--- config.mk ---
export PLATFORM = sky130hd
export DESIGN_NAME = floppy_controller_head_stepper_unit_flat
export DESIGN_NICKNAME = d
export VERILOG_FILES = /design/src/design/fdc_pkg.sv /design/src/design/fdc_if.sv /design/src/design/fdc_core.sv /design/src/design/floppy_controller_head_stepper_unit.sv /design/src/flat_wrapper.sv
export SDC_FILE = /design/constraint.sdc
export NUM_CORES = 1
export LEC_CHECK = 0
export CAP_MARGIN = 25
export CORE_UTILIZATION = 53
export CTS_CLUSTER_DIAMETER = 80
export CTS_CLUSTER_SIZE = 8
export DETAILED_ROUTE_END_ITERATION = 8
export DONT_BUFFER_PORTS = 1
export GPL_TIMING_DRIVEN = 0
export PLACE_DENSITY = 0.68
export SLEW_MARGIN = 20
export SYNTH_ARGS = -nofsm -noshare
export SYNTH_HDL_FRONTEND = slang
export SYNTH_SLANG_ARGS = --single-unit
--- constraint.sdc ---
create_clock -name clock -period 7.8 [get_ports clock]
set_clock_uncertainty 0.05 [all_clocks]
set_input_delay 0.39 -clock clock [delete_from_list [all_inputs] [get_ports clock]]
set_output_delay 0.39 -clock clock [all_outputs]
set_load 0.03 [all_outputs]
--- src/design/fdc_pkg.sv ---
// Shared types, codes and decode tables for the floppy controller head stepper.
package fdc_pkg;

   // Controller steps run once this many ticks have added up.
   localparam int unsigned TICKS_PER_STEP = 20;

   // Request kinds.
   localparam logic [1:0] KIND_READ  = 2'd0;
   localparam logic [1:0] KIND_WRITE = 2'd1;
   localparam logic [1:0] KIND_TICK  = 2'd2;
   localparam logic [1:0] KIND_NOP   = 2'd3;

   // Register offsets.
   localparam logic [1:0] SEL_STATUS = 2'd0;
   localparam logic [1:0] SEL_TRACK  = 2'd1;
   localparam logic [1:0] SEL_SECTOR = 2'd2;
   localparam logic [1:0] SEL_DATA   = 2'd3;

   // Controller phases.
   localparam logic [1:0] PH_INACTIVE  = 2'd0;
   localparam logic [1:0] PH_STARTING  = 2'd1;
   localparam logic [1:0] PH_EXECUTING = 2'd2;
   localparam logic [1:0] PH_ENDING    = 2'd3;

   // Status bits.
   localparam logic [7:0] ST_BUSY   = 8'h01;
   localparam logic [7:0] ST_DREQ   = 8'h02;
   localparam logic [7:0] ST_TRK_NZ = 8'h04;
   localparam logic [7:0] ST_SPUN   = 8'h20;
   localparam logic [7:0] ST_MOTOR  = 8'h80;

   // Force-interrupt command recognition.
   localparam logic [7:0] FORCE_MASK = 8'hf0;
   localparam logic [7:0] FORCE_CODE = 8'hd0;

   localparam logic [7:0] RESTORE_TRACK = 8'd80;

   // Operations.
   localparam logic [3:0] OP_RESTORE  = 4'd0;
   localparam logic [3:0] OP_SEEK     = 4'd1;
   localparam logic [3:0] OP_STEP     = 4'd2;
   localparam logic [3:0] OP_STEP_IN  = 4'd3;
   localparam logic [3:0] OP_STEP_OUT = 4'd4;
   localparam logic [3:0] OP_SECT_RD  = 4'd5;
   localparam logic [3:0] OP_SECT_WR  = 4'd6;
   localparam logic [3:0] OP_ADDR_RD  = 4'd7;
   localparam logic [3:0] OP_FORCE    = 4'd8;
   localparam logic [3:0] OP_TRK_RD   = 4'd9;
   localparam logic [3:0] OP_TRK_WR   = 4'd10;

   // Command types.
   localparam logic [2:0] TYPE_STEPPING = 3'd1;
   localparam logic [2:0] TYPE_SECTOR   = 3'd2;
   localparam logic [2:0] TYPE_OTHER    = 3'd3;
   localparam logic [2:0] TYPE_FORCE    = 3'd4;

   typedef struct packed {
      logic [1:0] cmd;
      logic [1:0] reg_offset;
      logic [7:0] write_data;
      logic [7:0] tick_count;
   } req_type;

   typedef struct packed {
      logic [7:0] read_data;
      logic       irq_line;
      logic       busy_flag;
   } rsp_type;

   typedef struct packed {
      logic [1:0] phase;
      logic [7:0] tick_accum;
      logic [7:0] command_reg;
      logic [3:0] operation;
      logic [2:0] op_type;
      logic [7:0] track_reg;
      logic [7:0] sector_reg;
      logic [7:0] data_reg;
      logic [7:0] target_track;
      logic [7:0] status_reg;
      logic       step_direction;
      logic       irq_pending;
   } state_type;

   function automatic logic [3:0] op_of_nibble(input logic [3:0] nib);
      logic [3:0] op;
      case (nib)
         4'h0: op = OP_RESTORE;
         4'h1: op = OP_SEEK;
         4'h2, 4'h3: op = OP_STEP;
         4'h4, 4'h5: op = OP_STEP_IN;
         4'h6, 4'h7: op = OP_STEP_OUT;
         4'h8, 4'h9: op = OP_SECT_RD;
         4'ha, 4'hb: op = OP_SECT_WR;
         4'hc: op = OP_ADDR_RD;
         4'hd: op = OP_FORCE;
         4'he: op = OP_TRK_RD;
         default: op = OP_TRK_WR;
      endcase
      return op;
   endfunction

   function automatic logic [2:0] type_of_nibble(input logic [3:0] nib);
      logic [2:0] ty;
      case (nib) inside
         [4'h0:4'h7]: ty = TYPE_STEPPING;
         [4'h8:4'hb]: ty = TYPE_SECTOR;
         4'hd:        ty = TYPE_FORCE;
         default:     ty = TYPE_OTHER;
      endcase
      return ty;
   endfunction

endpackage

--- src/design/fdc_if.sv ---
// Request and response channel interfaces of the head stepper unit.
interface fdc_req_if;
   logic       valid;
   logic       ready;
   logic [1:0] cmd;
   logic [1:0] reg_offset;
   logic [7:0] write_data;
   logic [7:0] tick_count;

   modport source (output valid, cmd, reg_offset, write_data, tick_count, input ready);
   modport sink (input valid, cmd, reg_offset, write_data, tick_count, output ready);
endinterface

interface fdc_rsp_if;
   logic       valid;
   logic       ready;
   logic [7:0] read_data;
   logic       irq_line;
   logic       busy_flag;

   modport source (output valid, read_data, irq_line, busy_flag, input ready);
   modport sink (input valid, read_data, irq_line, busy_flag, output ready);
endinterface

--- src/design/fdc_core.sv ---
// Next-state and response logic for one request of the head stepper.
module fdc_core
   import fdc_pkg::*;
(
   input  state_type cur_state,
   input  req_type   item,
   output state_type next_state,
   output rsp_type   result
);

   logic [8:0] tick_sum;
   logic       do_step;
   logic [3:0] nib;
   logic [7:0] rd;
   logic       dir;
   logic       move;

   always_comb begin
      next_state = cur_state;
      rd = 8'd0;
      nib = cur_state.command_reg[7:4];
      tick_sum = {1'b0, cur_state.tick_accum} + {1'b0, item.tick_count};
      do_step = 1'b0;
      dir = cur_state.step_direction;
      move = 1'b0;

      case (item.cmd)
         KIND_READ: begin
            case (item.reg_offset)
               SEL_STATUS: begin
                  next_state.irq_pending = 1'b0;
                  rd = cur_state.status_reg;
               end
               SEL_TRACK:  rd = cur_state.track_reg;
               SEL_SECTOR: rd = cur_state.sector_reg;
               default: begin
                  next_state.status_reg = cur_state.status_reg & ~ST_DREQ;
                  rd = cur_state.data_reg;
               end
            endcase
         end
         KIND_WRITE: begin
            if ((cur_state.status_reg & ST_BUSY) != 8'd0) begin
               // Only a force interrupt gets through while a command runs.
               if (item.reg_offset == SEL_STATUS &&
                   (item.write_data & FORCE_MASK) == FORCE_CODE) begin
                  next_state.phase = PH_ENDING;
               end
            end else begin
               case (item.reg_offset)
                  SEL_STATUS: begin
                     next_state.command_reg = item.write_data;
                     next_state.irq_pending = 1'b0;
                     next_state.phase = PH_STARTING;
                  end
                  SEL_TRACK:  next_state.track_reg = item.write_data;
                  SEL_SECTOR: next_state.sector_reg = item.write_data;
                  default:    next_state.data_reg = item.write_data;
               endcase
            end
         end
         KIND_TICK: begin
            if (tick_sum >= 9'(TICKS_PER_STEP)) begin
               next_state.tick_accum = 8'd0;
               do_step = 1'b1;
            end else begin
               next_state.tick_accum = tick_sum[7:0];
            end
         end
         default: ;
      endcase

      if (do_step) begin
         case (cur_state.phase)
            PH_STARTING: begin
               next_state.operation = op_of_nibble(nib);
               next_state.op_type = type_of_nibble(nib);
               case (op_of_nibble(nib))
                  OP_RESTORE: begin
                     next_state.track_reg = RESTORE_TRACK;
                     next_state.target_track = 8'd0;
                  end
                  OP_SEEK:     next_state.target_track = cur_state.data_reg;
                  OP_STEP_IN:  next_state.step_direction = 1'b1;
                  OP_STEP_OUT: next_state.step_direction = 1'b0;
                  default: ;
               endcase
               next_state.status_reg = cur_state.status_reg | ST_BUSY;
               next_state.phase = PH_EXECUTING;
            end
            PH_EXECUTING: begin
               if (cur_state.op_type == TYPE_STEPPING) begin
                  next_state.status_reg = cur_state.status_reg | ST_SPUN | ST_MOTOR;
                  if (cur_state.operation == OP_RESTORE || cur_state.operation == OP_SEEK) begin
                     if (cur_state.track_reg == cur_state.target_track) begin
                        next_state.phase = PH_ENDING;
                     end else begin
                        dir = cur_state.track_reg < cur_state.target_track;
                        move = 1'b1;
                     end
                  end else begin
                     move = 1'b1;
                     next_state.phase = PH_ENDING;
                  end
                  next_state.step_direction = dir;
                  if (move) begin
                     // Outward stops at track zero; inward wraps like the register.
                     if (dir) begin
                        next_state.track_reg = cur_state.track_reg + 8'd1;
                     end else if (cur_state.track_reg != 8'd0) begin
                        next_state.track_reg = cur_state.track_reg - 8'd1;
                     end
                  end
                  if (next_state.track_reg != 8'd0) begin
                     next_state.status_reg = next_state.status_reg | ST_TRK_NZ;
                  end else begin
                     next_state.status_reg = next_state.status_reg & ~ST_TRK_NZ;
                  end
               end
            end
            PH_ENDING: begin
               next_state.phase = PH_INACTIVE;
               next_state.status_reg = cur_state.status_reg & ~ST_BUSY;
               next_state.irq_pending = 1'b1;
            end
            default: ;
         endcase
      end

      result.read_data = rd;
      result.irq_line = next_state.irq_pending;
      result.busy_flag = next_state.status_reg[0];
   end

endmodule

--- src/design/floppy_controller_head_stepper_unit.sv ---
// Top level of the floppy controller head stepper: request stage, state and response register.
// Each request (bus read, bus write or tick) is captured in an input register and handled from
// there when the response register can advance; the controller state and the response register
// are updated together. One request is taken per clock while the input stage is empty or can
// advance, and its response waits in the response register until taken; the response register
// lets a new request enter while an earlier response still waits. A step of the controller
// runs on the tick that brings the accumulated count to 20 or more.
module floppy_controller_head_stepper_unit
   import fdc_pkg::*;
(
   input logic        clock,
   input logic        reset,
   fdc_req_if.sink    req_ch,
   fdc_rsp_if.source  rsp_ch
);

   logic      stage_valid_ff;
   logic      stage_valid_in;
   req_type   stage_item_ff;
   req_type   req_item;
   state_type state_ff;
   state_type state_in;
   rsp_type   rsp_ff;
   rsp_type   core_rsp;
   logic      rsp_valid_ff;
   logic      rsp_valid_in;
   logic      advance;
   logic      work;
   logic      req_fire;

   assign req_item.cmd = req_ch.cmd;
   assign req_item.reg_offset = req_ch.reg_offset;
   assign req_item.write_data = req_ch.write_data;
   assign req_item.tick_count = req_ch.tick_count;

   assign advance = !rsp_valid_ff || rsp_ch.ready;
   assign work = stage_valid_ff && advance;
   assign req_ch.ready = !stage_valid_ff || advance;
   assign req_fire = req_ch.valid && req_ch.ready;

   assign stage_valid_in = req_fire ? 1'b1 : (work ? 1'b0 : stage_valid_ff);
   assign rsp_valid_in = work ? 1'b1 : (rsp_ch.ready ? 1'b0 : rsp_valid_ff);

   fdc_core u_core (
      .cur_state  (state_ff),
      .item       (stage_item_ff),
      .next_state (state_in),
      .result     (core_rsp)
   );

   always_ff @(posedge clock) begin
      if (reset) begin
         stage_valid_ff <= 1'b0;
         rsp_valid_ff <= 1'b0;
         state_ff <= '0;
      end else begin
         stage_valid_ff <= stage_valid_in;
         rsp_valid_ff <= rsp_valid_in;
         if (work) begin
            state_ff <= state_in;
         end
      end
   end

   always_ff @(posedge clock) begin
      if (req_fire) begin
         stage_item_ff <= req_item;
      end
      if (work) begin
         rsp_ff <= core_rsp;
      end
   end

   assign rsp_ch.valid = rsp_valid_ff;
   assign rsp_ch.read_data = rsp_ff.read_data;
   assign rsp_ch.irq_line = rsp_ff.irq_line;
   assign rsp_ch.busy_flag = rsp_ff.busy_flag;

   // Busy is set exactly while a command executes or is ending.
   assert property (@(posedge clock) disable iff (reset)
      state_ff.status_reg[0] == (state_ff.phase == PH_EXECUTING || state_ff.phase == PH_ENDING))
      else $error("busy bit disagrees with controller phase");

   // The accumulator is cleared whenever it reaches a step.
   assert property (@(posedge clock) disable iff (reset)
      state_ff.tick_accum < 8'(TICKS_PER_STEP))
      else $error("tick accumulator reached the step count");

   // A status read always leaves the interrupt low in its response.
   assert property (@(posedge clock) disable iff (reset)
      work && stage_item_ff.cmd == KIND_READ && stage_item_ff.reg_offset == SEL_STATUS
      |=> !rsp_ff.irq_line)
      else $error("status read did not clear the interrupt");

   // The response busy flag matches the updated state written together with it.
   assert property (@(posedge clock) disable iff (reset)
      work |=> rsp_ff.busy_flag == state_ff.status_reg[0])
      else $error("response busy flag differs from state");

   // A stalled request stays in the input stage unchanged.
   assert property (@(posedge clock) disable iff (reset)
      stage_valid_ff && !advance |=> stage_valid_ff && $stable(stage_item_ff))
      else $error("stalled request was lost or changed");

endmodule
--- src/flat_wrapper.sv ---
// flat-port wrapper written by rule: the top's interface ports become plain ports
module floppy_controller_head_stepper_unit_flat import fdc_pkg::*;
  (clock, reset, req_ch_valid, req_ch_cmd, req_ch_reg_offset, req_ch_write_data, req_ch_tick_count, req_ch_ready, rsp_ch_valid, rsp_ch_read_data, rsp_ch_irq_line, rsp_ch_busy_flag, rsp_ch_ready);
  fdc_req_if req_ch_i ();
  fdc_rsp_if rsp_ch_i ();
  input logic clock;
  input logic reset;
  input wire logic [$bits(req_ch_i.valid)-1:0] req_ch_valid;
  input wire logic [$bits(req_ch_i.cmd)-1:0] req_ch_cmd;
  input wire logic [$bits(req_ch_i.reg_offset)-1:0] req_ch_reg_offset;
  input wire logic [$bits(req_ch_i.write_data)-1:0] req_ch_write_data;
  input wire logic [$bits(req_ch_i.tick_count)-1:0] req_ch_tick_count;
  output wire logic [$bits(req_ch_i.ready)-1:0] req_ch_ready;
  output wire logic [$bits(rsp_ch_i.valid)-1:0] rsp_ch_valid;
  output wire logic [$bits(rsp_ch_i.read_data)-1:0] rsp_ch_read_data;
  output wire logic [$bits(rsp_ch_i.irq_line)-1:0] rsp_ch_irq_line;
  output wire logic [$bits(rsp_ch_i.busy_flag)-1:0] rsp_ch_busy_flag;
  input wire logic [$bits(rsp_ch_i.ready)-1:0] rsp_ch_ready;
  assign req_ch_i.valid = req_ch_valid;
  assign req_ch_i.cmd = req_ch_cmd;
  assign req_ch_i.reg_offset = req_ch_reg_offset;
  assign req_ch_i.write_data = req_ch_write_data;
  assign req_ch_i.tick_count = req_ch_tick_count;
  assign req_ch_ready = req_ch_i.ready;
  assign rsp_ch_valid = rsp_ch_i.valid;
  assign rsp_ch_read_data = rsp_ch_i.read_data;
  assign rsp_ch_irq_line = rsp_ch_i.irq_line;
  assign rsp_ch_busy_flag = rsp_ch_i.busy_flag;
  assign rsp_ch_i.ready = rsp_ch_ready;
  floppy_controller_head_stepper_unit u_core (.clock(clock), .reset(reset), .req_ch(req_ch_i), .rsp_ch(rsp_ch_i));
endmodule
[Word level (Yosys, flattened, before mapping)]
Memories as Yosys holds them, arrays and structs flattened. A register that Yosys moved wholly into a read port is not among the register bits.
Cells that the tools add are included.
Operators by class
  add/sub/neg operators: 3
  order comparisons: 6
  equality and inequality tests: 20
  muxes and demuxes: 62
  bitwise gates (word level): 2
  reduce and logical (&&, ||, !) cells: 30
Operator list (number)
  2-to-1 mux 8 bit: 13
  2-to-1 mux 24 bit: 2
  one-hot mux 8 bit (3 select lines): 2
  one-hot mux 8 bit (2 select lines): 2
  2-to-1 mux 2 bit: 10
  AND reduction 4 bit: 5
  2-to-1 mux 1 bit: 19
  2-to-1 mux 4 bit: 4
  nonzero test 8 bit: 2
  2-to-1 mux 3 bit: 4
  2-to-1 mux 10 bit: 1
  adder 8 x 8 -> 9 bit: 1
  >= comparator 9 x 5 -> 1 bit (second input constant): 1
  2-to-1 mux 9 bit: 1
  adder 8 x 1 -> 8 bit (second input constant): 1
  equality test 2 bit (second input constant): 4
  equality test 4 x 1 -> 1 bit (second input constant): 2
  equality test 4 bit (second input constant): 2
  equality test 8 bit: 1
  zero test 4 bit: 2
  less-than comparator 8 bit: 1
  nonzero test 2 bit: 4
  subtractor 8 x 1 -> 8 bit (second input constant): 1
  equality test 2 x 1 -> 1 bit (second input constant): 3
  21 further kinds: 35
Storage, ports and cells
  register bits: 95
  ROM bits: 128
  input bits: 24
  output and inout bits: 12
  word-level logic and storage cells: 147
  memories kept: 2
Memories
  (no name shown): depth 16, width 4, rd ports 1, clocked after memory_dff 1, write ports 0, RTL line fdc_pkg.sv:87  | case (nib)
  (no name shown): depth 16, width 4, rd ports 1, clocked after memory_dff 1, write ports 0, RTL line fdc_pkg.sv:87

[Longest topological paths before layout]
Gate-level depths: netlist of the first run.
  word-level depth: 16
  gate-level depth with buffers: 13
  gate-level depth less buffers: 11

[Modules after synthesis]
A second synthesis of the first run with hierarchy kept.
Second synthesis, totals
  cell total of the unflattened synthesis: 698
  area, all modules: 6582.6 µm²
By module, submodules not included
  floppy_controller_head_stepper_unit: instances 1, cells each 331, area each 3981.3 µm², seq. area each 2282.2 µm²
  fdc_core: instances 1, cells each 367, area each 2601.2 µm², seq. area each 0.0 µm²

[Least setup slack after synthesis of the first run]
No wires, ideal clock.
  path type: flip-flop to flip-flop
  start point: reg u_core.state_ff[34] (netlist bit)
  end point: reg u_core.state_ff[4] (netlist bit)
  library setup time: 0.131 ns
  arrival time: 2.523 ns
  required time: 7.619 ns
  path slack: 5.096 ns
  stages on the path, launching flop included: 11
  path buffers: 1
  period minus slack after synthesis: 2.704 ns
  cell sequence: dfxtp_1 inv_1 ha_1 and4_1 clkbuf_1 or4_4 and3_4 a2111oi_4 a211oi_2 nor4_1 a211oi_1
On the way
  longest elaborated chain between the ends: 16
  elaborated cells between the ends (all ways): 29
  classes of those cells: add/sub: 2; order compare: 1; eq/ne: 1; mux: 23; reduce/logical: 2
RTL lines
  start: declaration: RTL line floppy_controller_head_stepper_unit.sv:21  | state_type state_ff;
  start signal: assignment: RTL line floppy_controller_head_stepper_unit.sv:60  | state_ff <= state_in;
  less-than comparator 8 bit / equality test 8 bit (equally long branches): RTL line fdc_core.sv:98, fdc_core.sv:95
  2-to-1 mux 1 bit: RTL line fdc_core.sv:95  | if (cur_state.track_reg == cur_state.target_track) begin
  2-to-1 mux 1 bit: RTL line fdc_core.sv:94  | if (cur_state.operation == OP_RESTORE || cur_state.operation == OP_SEEK) begin
  2-to-1 mux 1 bit: RTL line fdc_core.sv:92  | if (cur_state.op_type == TYPE_STEPPING) begin
  2-to-1 mux 1 bit: RTL line fdc_core.sv:74  | case (cur_state.phase)
  2-to-1 mux 1 bit: RTL line fdc_core.sv:73  | if (do_step) begin
  2-to-1 mux 8 bit: RTL line fdc_core.sv:108  | if (dir) begin
  2-to-1 mux 8 bit (*): RTL line fdc_core.sv:106  | if (move) begin
  2-to-1 mux 8 bit (*): RTL line fdc_core.sv:92
  2-to-1 mux 8 bit (*): RTL line fdc_core.sv:74
  2-to-1 mux 8 bit (*): RTL line fdc_core.sv:73
  nonzero test 8 bit (*): RTL line fdc_core.sv:114  | if (next_state.track_reg != 8'd0) begin
  2-to-1 mux 3 bit (*): RTL line fdc_core.sv:114
  2-to-1 mux 9 bit (*): RTL line fdc_core.sv:92
  one-hot mux 8 bit (3 select lines) (*): RTL line fdc_core.sv:74
  2-to-1 mux 10 bit (*): RTL line fdc_core.sv:73
Every way passes the cells marked *; elsewhere a longest branch is shown, timed or not. The select of a mux whose other input is x is not followed.
A chain may end at the register's enable or synchronous reset.

[Worst setup path in the final report of the first run]
Ends and elaborated chain as after synthesis.

==> flow_metrics.tcl, run 1 <==
set metrics [dict create \
    fin_crit_ps 3210 \
    drive_gt1_share_pct 9.40 \
    gp_congestion 0.901 \
    drtAntennaViolNets 0 \
    grt_pass1_wl_microns 20900 \
    grt_max_degree 21 \
    rsz0062_at_grt "false" \
    maxSlewViolCount 0 \
    dr.pass1.iters 5 \
    synth_top_family_by_area "simple AND/OR/NAND/NOR gates" \
    path_max_fanout 8 \
    cpPeakStageDelay_ps 500 \
    crit_type "reg2reg" \
    synth_ff_type "dfxtp_1" \
    ys_seq_elements 94 \
    max_cap_viol_count 0 \
    clk_pin_slew_ps 100 \
    cts_resized 0 \
    synth_compound_area_share_pct 18.7 \
    status "finished, final reports clean" \
    path_cells "inv_1, ha_1, and4_1, clkbuf_1, a31oi_1, o21ai_1, or4_1, a31oi_1, a211oi_1, nor4_1, a211oi_1" \
    synthTopCellsByArea "dfxtp_1 24%, edfxtp_1 17%, ha_1 6.8%" \
    power_density_nw_per_um2 179 \
    max_freq_mhz 311 \
    synth_fa_ha_area_share_pct 7.13 \
    worstReg2RegEnd "u_core.state_ff[4]$_SDFFE_PP0P_" \
    worst_slew_pin_slew_ps 918 \
    cts_tree "built" \
    diodes 0 \
    cts-root-buf "clkbuf_8" \
    final_cell_mix "64 x dfxtp_1, 60 x nor2_1, 48 x nand2_1" \
    cp.required_ps 8000 \
    vias 4355 \
    start_util_pct 54.7 \
    grt_pass1_vias 4098 \
    cp_slowest_cell "or4_1" \
    cts_setup_buffers 0 \
    leakagePower_nw 2.03 \
    yosysWarnings 0 \
    antenna_found_initial 0 \
    async_flop_share_pct 0 \
    die_area_sq_um 10500 \
    synth_xor_xnor_area_share_pct 0.978 \
    post-route-drc-count 0 \
    core.rowCount 36 \
    synth_edf_count 30 \
    nFillCells 885 \
    drt-met1-wl_microns 6140 \
    pre_cts_slack_ps 4640 \
    whs_endpoint "u_core.stage_item_ff[7]$_DFFE_PP_" \
    syn_area_sq_um 5370 \
    wl_met2_microns 5990 \
    coreArea_sq_um 9820 \
    worstHoldPathCells 0 \
    h-tree-depth 3 \
    critPathBufInv 2 \
    start_kind "flip-flop" \
    worst_slack_ps 4590 \
    layout_commonest_cell "dfxtp_1" \
    clkLatencyLatePin_ps 360 \
    relSlewSlack_pct 38.8 \
    yosys.area_share.simple_pct 20.1 \
    die_w_microns 103 \
    wl_met3_microns 910 \
    fin_crit_sh_pct 41.2 \
    tns_ps 0 \
    drt_iter0_markers 321 \
    syn-mean-instance-area_sq_um 9.44 \
    setup_violations 0 \
    peakVddDrop_uv 117 \
    synth_top_cell_area_share_pct 23.9 \
    hp-class "in2reg" \
    clock_sinks 94 \
    yosysTopAreaCell "dfxtp_1" \
    syn2layout_area_growth_pct 6.76 \
    regToRegSetupSlack_ps 4590 \
    min_from "req_ch_tick_count[7]" \
    io_pins 36 \
    worstPathArrival_ps 3410 \
    fin_nets 634 \
    grt_use_total_pct 26.5 \
    endpoint_kind "flip-flop" \
    multi_input_area_sq_um 2960 \
    cts_buffer_depth 2 \
    io_buffers 0 \
    synth_mux_area_share_pct 8.18 \
    yosysSeqAreaShare_pct 40.6 \
    die_y_microns 103 \
    crit_family "simple AND/OR/NAND/NOR gates" \
    ff2ff_path_depth 11 \
    postCtsHoldBufs 0 \
    area.sequential_sq_um 2180 \
    r2r-start "u_core.state_ff[34]$_SDFFE_PP0P_" \
    wire_per_inst_microns 18.7 \
    routed_via_density 6.07 \
    syn_nets 623 \
    dp_hpwl_microns 10200 \
    hold_violations 0 \
    top_layer_used "met4" \
    yosysUniqueCellTypes 84 \
    wirelength_microns 13400 \
    grt.overflow.total 0 \
    numCtsBuffers 9 \
    syn_inst 569 \
]
## state kept, by name (all words and copies together), names as in the netlist, named ones only
signal                   cells
u_core.state_ff             58
u_core.stage_item_ff        20
u_core.rsp_ch.busy_flag      1
u_core.rsp_ch.read_data      8
u_core.stage_valid_ff        1
u_core.rsp_ch.valid          1
u_core.rsp_ch.irq_line       1
## synthesized netlist by cell type (3+ instances only)
| master | number |
|---|---|
| a211oi_1 | 7 |
| a21oi_1 | 47 |
| a22oi_1 | 3 |
| a2bb2oi_1 | 4 |
| a31oi_1 | 9 |
| and2_1 | 5 |
| and3_1 | 7 |
| clkbuf_1 | 23 |
| dfxtp_1 | 64 |
| edfxtp_1 | 30 |
| ha_1 | 29 |
| inv_1 | 28 |
| mux2_2 | 5 |
| mux2i_1 | 27 |
| mux4_2 | 5 |
| nand2_1 | 48 |
| nand2b_1 | 6 |
| nand3_1 | 10 |
| nand3b_1 | 3 |
| nand4_1 | 10 |
| nor2_1 | 60 |
| nor2b_1 | 9 |
| nor3_1 | 11 |
| nor4_1 | 5 |
| o21a_1 | 4 |
| o21ai_0 | 17 |
| o21ai_1 | 4 |
| o22a_1 | 3 |
| or3_1 | 8 |
| or4_1 | 4 |
| xor2_1 | 4 |
## per-layer routing
| layer | vias up | GRT usage [%] |
|---|---|---|
| li1 | 2104 | - |
| met1 | 2049 | 36.1 |
| met2 | 171 | 40.4 |
| met3 | 31 | 5.56 |
| met4 | 0 | 12.4 |
| met5 | - | 0 |
## worst max path at each step
stage | from | end | slack (ps) | cells after the start
finish | u_core.state_ff[34]$_SDFFE_PP0P_ | u_core.state_ff[4]$_SDFFE_PP0P_ | 4590 | 11
global route | u_core.state_ff[34]$_SDFFE_PP0P_ | u_core.state_ff[4]$_SDFFE_PP0P_ | 4350 | 11
CTS | u_core.state_ff[57]$_SDFFE_PP0P_ | u_core.state_ff[4]$_SDFFE_PP0P_ | 4620 | 11
detailed placement | u_core.state_ff[34]$_SDFFE_PP0P_ | u_core.state_ff[4]$_SDFFE_PP0P_ | 4640 | 11
global placement | u_core.state_ff[34]$_SDFFE_PP0P_ | u_core.state_ff[4]$_SDFFE_PP0P_ | 4710 | 11
floorplan | u_core.state_ff[34]$_SDFFE_PP0P_ | u_core.state_ff[4]$_SDFFE_PP0P_ | 5100 | 10
## cell type report
class | instances | area share (%)
Multi-Input combinational cell | 418 | 51.6
Sequential cell | 94 | 38.1
Tap cell | 133 | 2.90
Clock buffer | 10 | 2.23
Buffer | 29 | 2.20
Inverter | 28 | 1.83
Clock inverter | 6 | 1.20
## through the flow
stage          power [mW]  hold slack (ps)  area (sq um)  cells  utilization, %
6_report             1.02             64.1          5730    718            58.4
3_5_place_dp        0.704              398          5540    702            56.4
5_1_grt              1.07             43.4          5730    718            58.4
3_3_place_gp        0.701              388          5540    702            56.4
2_1_floorplan       0.664              375          5370    569               -
4_1_cts              1.02             53.0          5730    718            58.4
## report_power, final
group	switching [mW]	internal [mW]	leakage (nW)
registers	0.0183	0.518	0.807
logic	0.103	0.0575	1.12
clock network	0.177	0.151	0.0987
## cells by family (layout without fill, tap and decap cells)
| group | after synthesis | in the layout |
|---|---|---|
| multiplexers | 37 | 37 |
| AO/OA/AOI/OAI | 137 | 137 |
| adder cells (fa/ha/maj) | 30 | 30 |
| AND/OR/NAND/NOR | 208 | 208 |
| flip-flops | 94 | 94 |
| XOR/XNOR | 6 | 6 |
| buffers and inverters | 57 | 73 |
No activity file was read; power rests on OpenSTA's default activity.
==> inputs of run 2 (changes only) <==
clock period = 3.1 ns   (was 7.8 ns; I/O delays follow)
==> run 2 against run 1 <==
Against the previous run:
- register-to-register slack got worse by 4500 ps
- global-route usage rose by 0.58 points
- wire length rose by 3.0%
- worst hold slack improved by 300 ps
- critical path type unchanged
==> flow_metrics.tcl, run 2 (synthesis results as in run 1) <==
set metrics [dict create \
    status "finished, final reports clean" \
    path_max_fanout 9 \
    grt_pass1_vias 4250 \
    ff2ff_path_depth 14 \
    cts_buffer_depth 2 \
    fin_crit_sh_pct 97.7 \
    antenna_found_initial 0 \
    grt_pass1_wl_microns 21400 \
    area.sequential_sq_um 2190 \
    diodes 0 \
    worstReg2RegEnd "u_core.state_ff[15]$_SDFFE_PP0P_" \
    worstPathArrival_ps 3200 \
    io_buffers 0 \
    power_density_nw_per_um2 433 \
    post-route-drc-count 0 \
    nFillCells 857 \
    dr.pass1.iters 5 \
    fin_nets 658 \
    syn2layout_area_growth_pct 12.1 \
    min_from "reset" \
    clock_sinks 94 \
    start_util_pct 54.7 \
    numCtsBuffers 9 \
    cp.required_ps 3270 \
    clkLatencyLatePin_ps 360 \
    h-tree-depth 3 \
    clk_pin_slew_ps 90 \
    max_cap_viol_count 0 \
    leakagePower_nw 2.14 \
    multi_input_area_sq_um 3000 \
    final_cell_mix "61 x dfxtp_1, 60 x nor2_1, 48 x nand2_1" \
    die_area_sq_um 10500 \
    tns_ps 0 \
    worstHoldPathCells 3 \
    io_pins 36 \
    wire_per_inst_microns 18.6 \
    hp-class "in2reg" \
    utilization_pct 61.3 \
    crit_type "reg2reg" \
    drtAntennaViolNets 0 \
    coreArea_sq_um 9820 \
    grt_max_degree 21 \
    drive_gt1_share_pct 11.3 \
    relSlewSlack_pct 37.9 \
    grt.overflow.total 0 \
    gp_congestion 0.901 \
    peakVddDrop_uv 286 \
    setup_violations 0 \
    largest_register_ffs 58 \
    max_freq_mhz 330 \
    hold_violations 0 \
    die_y_microns 103 \
    vias 4465 \
    die_w_microns 103 \
    cts_tree "built" \
    fin_crit_ps 3030 \
    regToRegSetupSlack_ps 70 \
    regMostFlops "u_core.state_ff" \
    wirelength_microns 13800 \
    r2r-start "u_core.stage_item_ff[0]$_DFFE_PP_" \
    drt_iter0_markers 342 \
    layout_commonest_cell "dfxtp_1" \
    dp_hpwl_microns 10200 \
    start_kind "flip-flop" \
    p_total_mw 2.61 \
    rsz0062_at_grt "true" \
    crit_path_start "u_core.stage_item_ff[0]$_DFFE_PP_" \
    routed_via_density 6.02 \
    endpoint_kind "flip-flop" \
    core.rowCount 36 \
    grt_use_total_pct 27.1 \
    worst_slew_pin_slew_ps 931 \
    cts-root-buf "clkbuf_8" \
    maxSlewViolCount 0 \
]
run 2: cell types whose count changed in the layout (fill, tap and decap cells not counted), moves of 3 or more:
cell,change
buf_4,+3
dlygate4sd3_1,+22
dfxtp_1,-3
dfxtp_2,+3
run 2: where the power goes:
group | internal (mW) | switching (mW)
clock | 0.380 | 0.442
combinational | 0.169 | 0.269
sequential | 1.30 | 0.0465
run 2: repair_timing:
action                     in CTS  in global routing
hold buffers                   22                  0
gates resized for setup         2                 12
buffers inserted                0                  3
hold endpoints to repair       22                  0
setup endpoints to repair       2                 11
pin swaps                       1                  2
run 2: layout make-up:
class	instances	share of cell area, %
inverter	28	1.74
clock buffer	10	2.12
buffer	28	2.04
multi-input combinational	418	49.9
sequential	94	36.3
tap	133	2.76
timing repair buffer	25	4.03
clock inverter	6	1.14
run 2: routing by layer:
layer  wire length (microns)  share of wire (%)  GRT usage [%]  up-vias
li1                        -                  -              -     2150
met5                       0                  0              0        -
met2                    6420                 46           42.2      169
met1                    6170                 45           36.4     2117
met4                     393                2.8           12.7        0
met3                     842                6.1           5.22       29
run 2: per-stage QoR:
stage / setup slack [ps] / cells / hold WS (ps) / cell area, sq um
floorplan: 396 / 569 / 204 / 5370
global placement: 6.45 / 702 / 204 / 5540
detailed placement: -56.4 / 702 / 204 / 5540
CTS: 6.20 / 740 / 331 / 5960
global route: -72.8 / 742 / 361 / 6020
finish: 70.8 / 742 / 363 / 6020
run 2: worst max-delay path, stage by stage (launching register included):
cell      delay (ps)
edfxtp_1         410
ha_2             200
inv_1             70
fa_2             210
nor2b_1           60
or4_1            450
or3_4            350
o211ai_4         140
a311oi_4         160
buf_4            200
and2_4           160
buf_6            120
buf_6            130
nand4_1          110
a21oi_1           70
run 2: worst max path at each step:
| stage | slack [ps] | depth (start not counted) | to |
|---|---|---|---|
| detailed placement | -60 | 11 | u_core.state_ff[4]$_SDFFE_PP0P_ |
| finish | 70 | 14 | u_core.state_ff[15]$_SDFFE_PP0P_ |
| floorplan | 400 | 10 | u_core.state_ff[4]$_SDFFE_PP0P_ |
| global placement | 6 | 11 | u_core.state_ff[4]$_SDFFE_PP0P_ |
| global route | -70 | 9 | u_core.state_ff[4]$_SDFFE_PP0P_ |
| CTS | 6 | 11 | u_core.state_ff[4]$_SDFFE_PP0P_ |
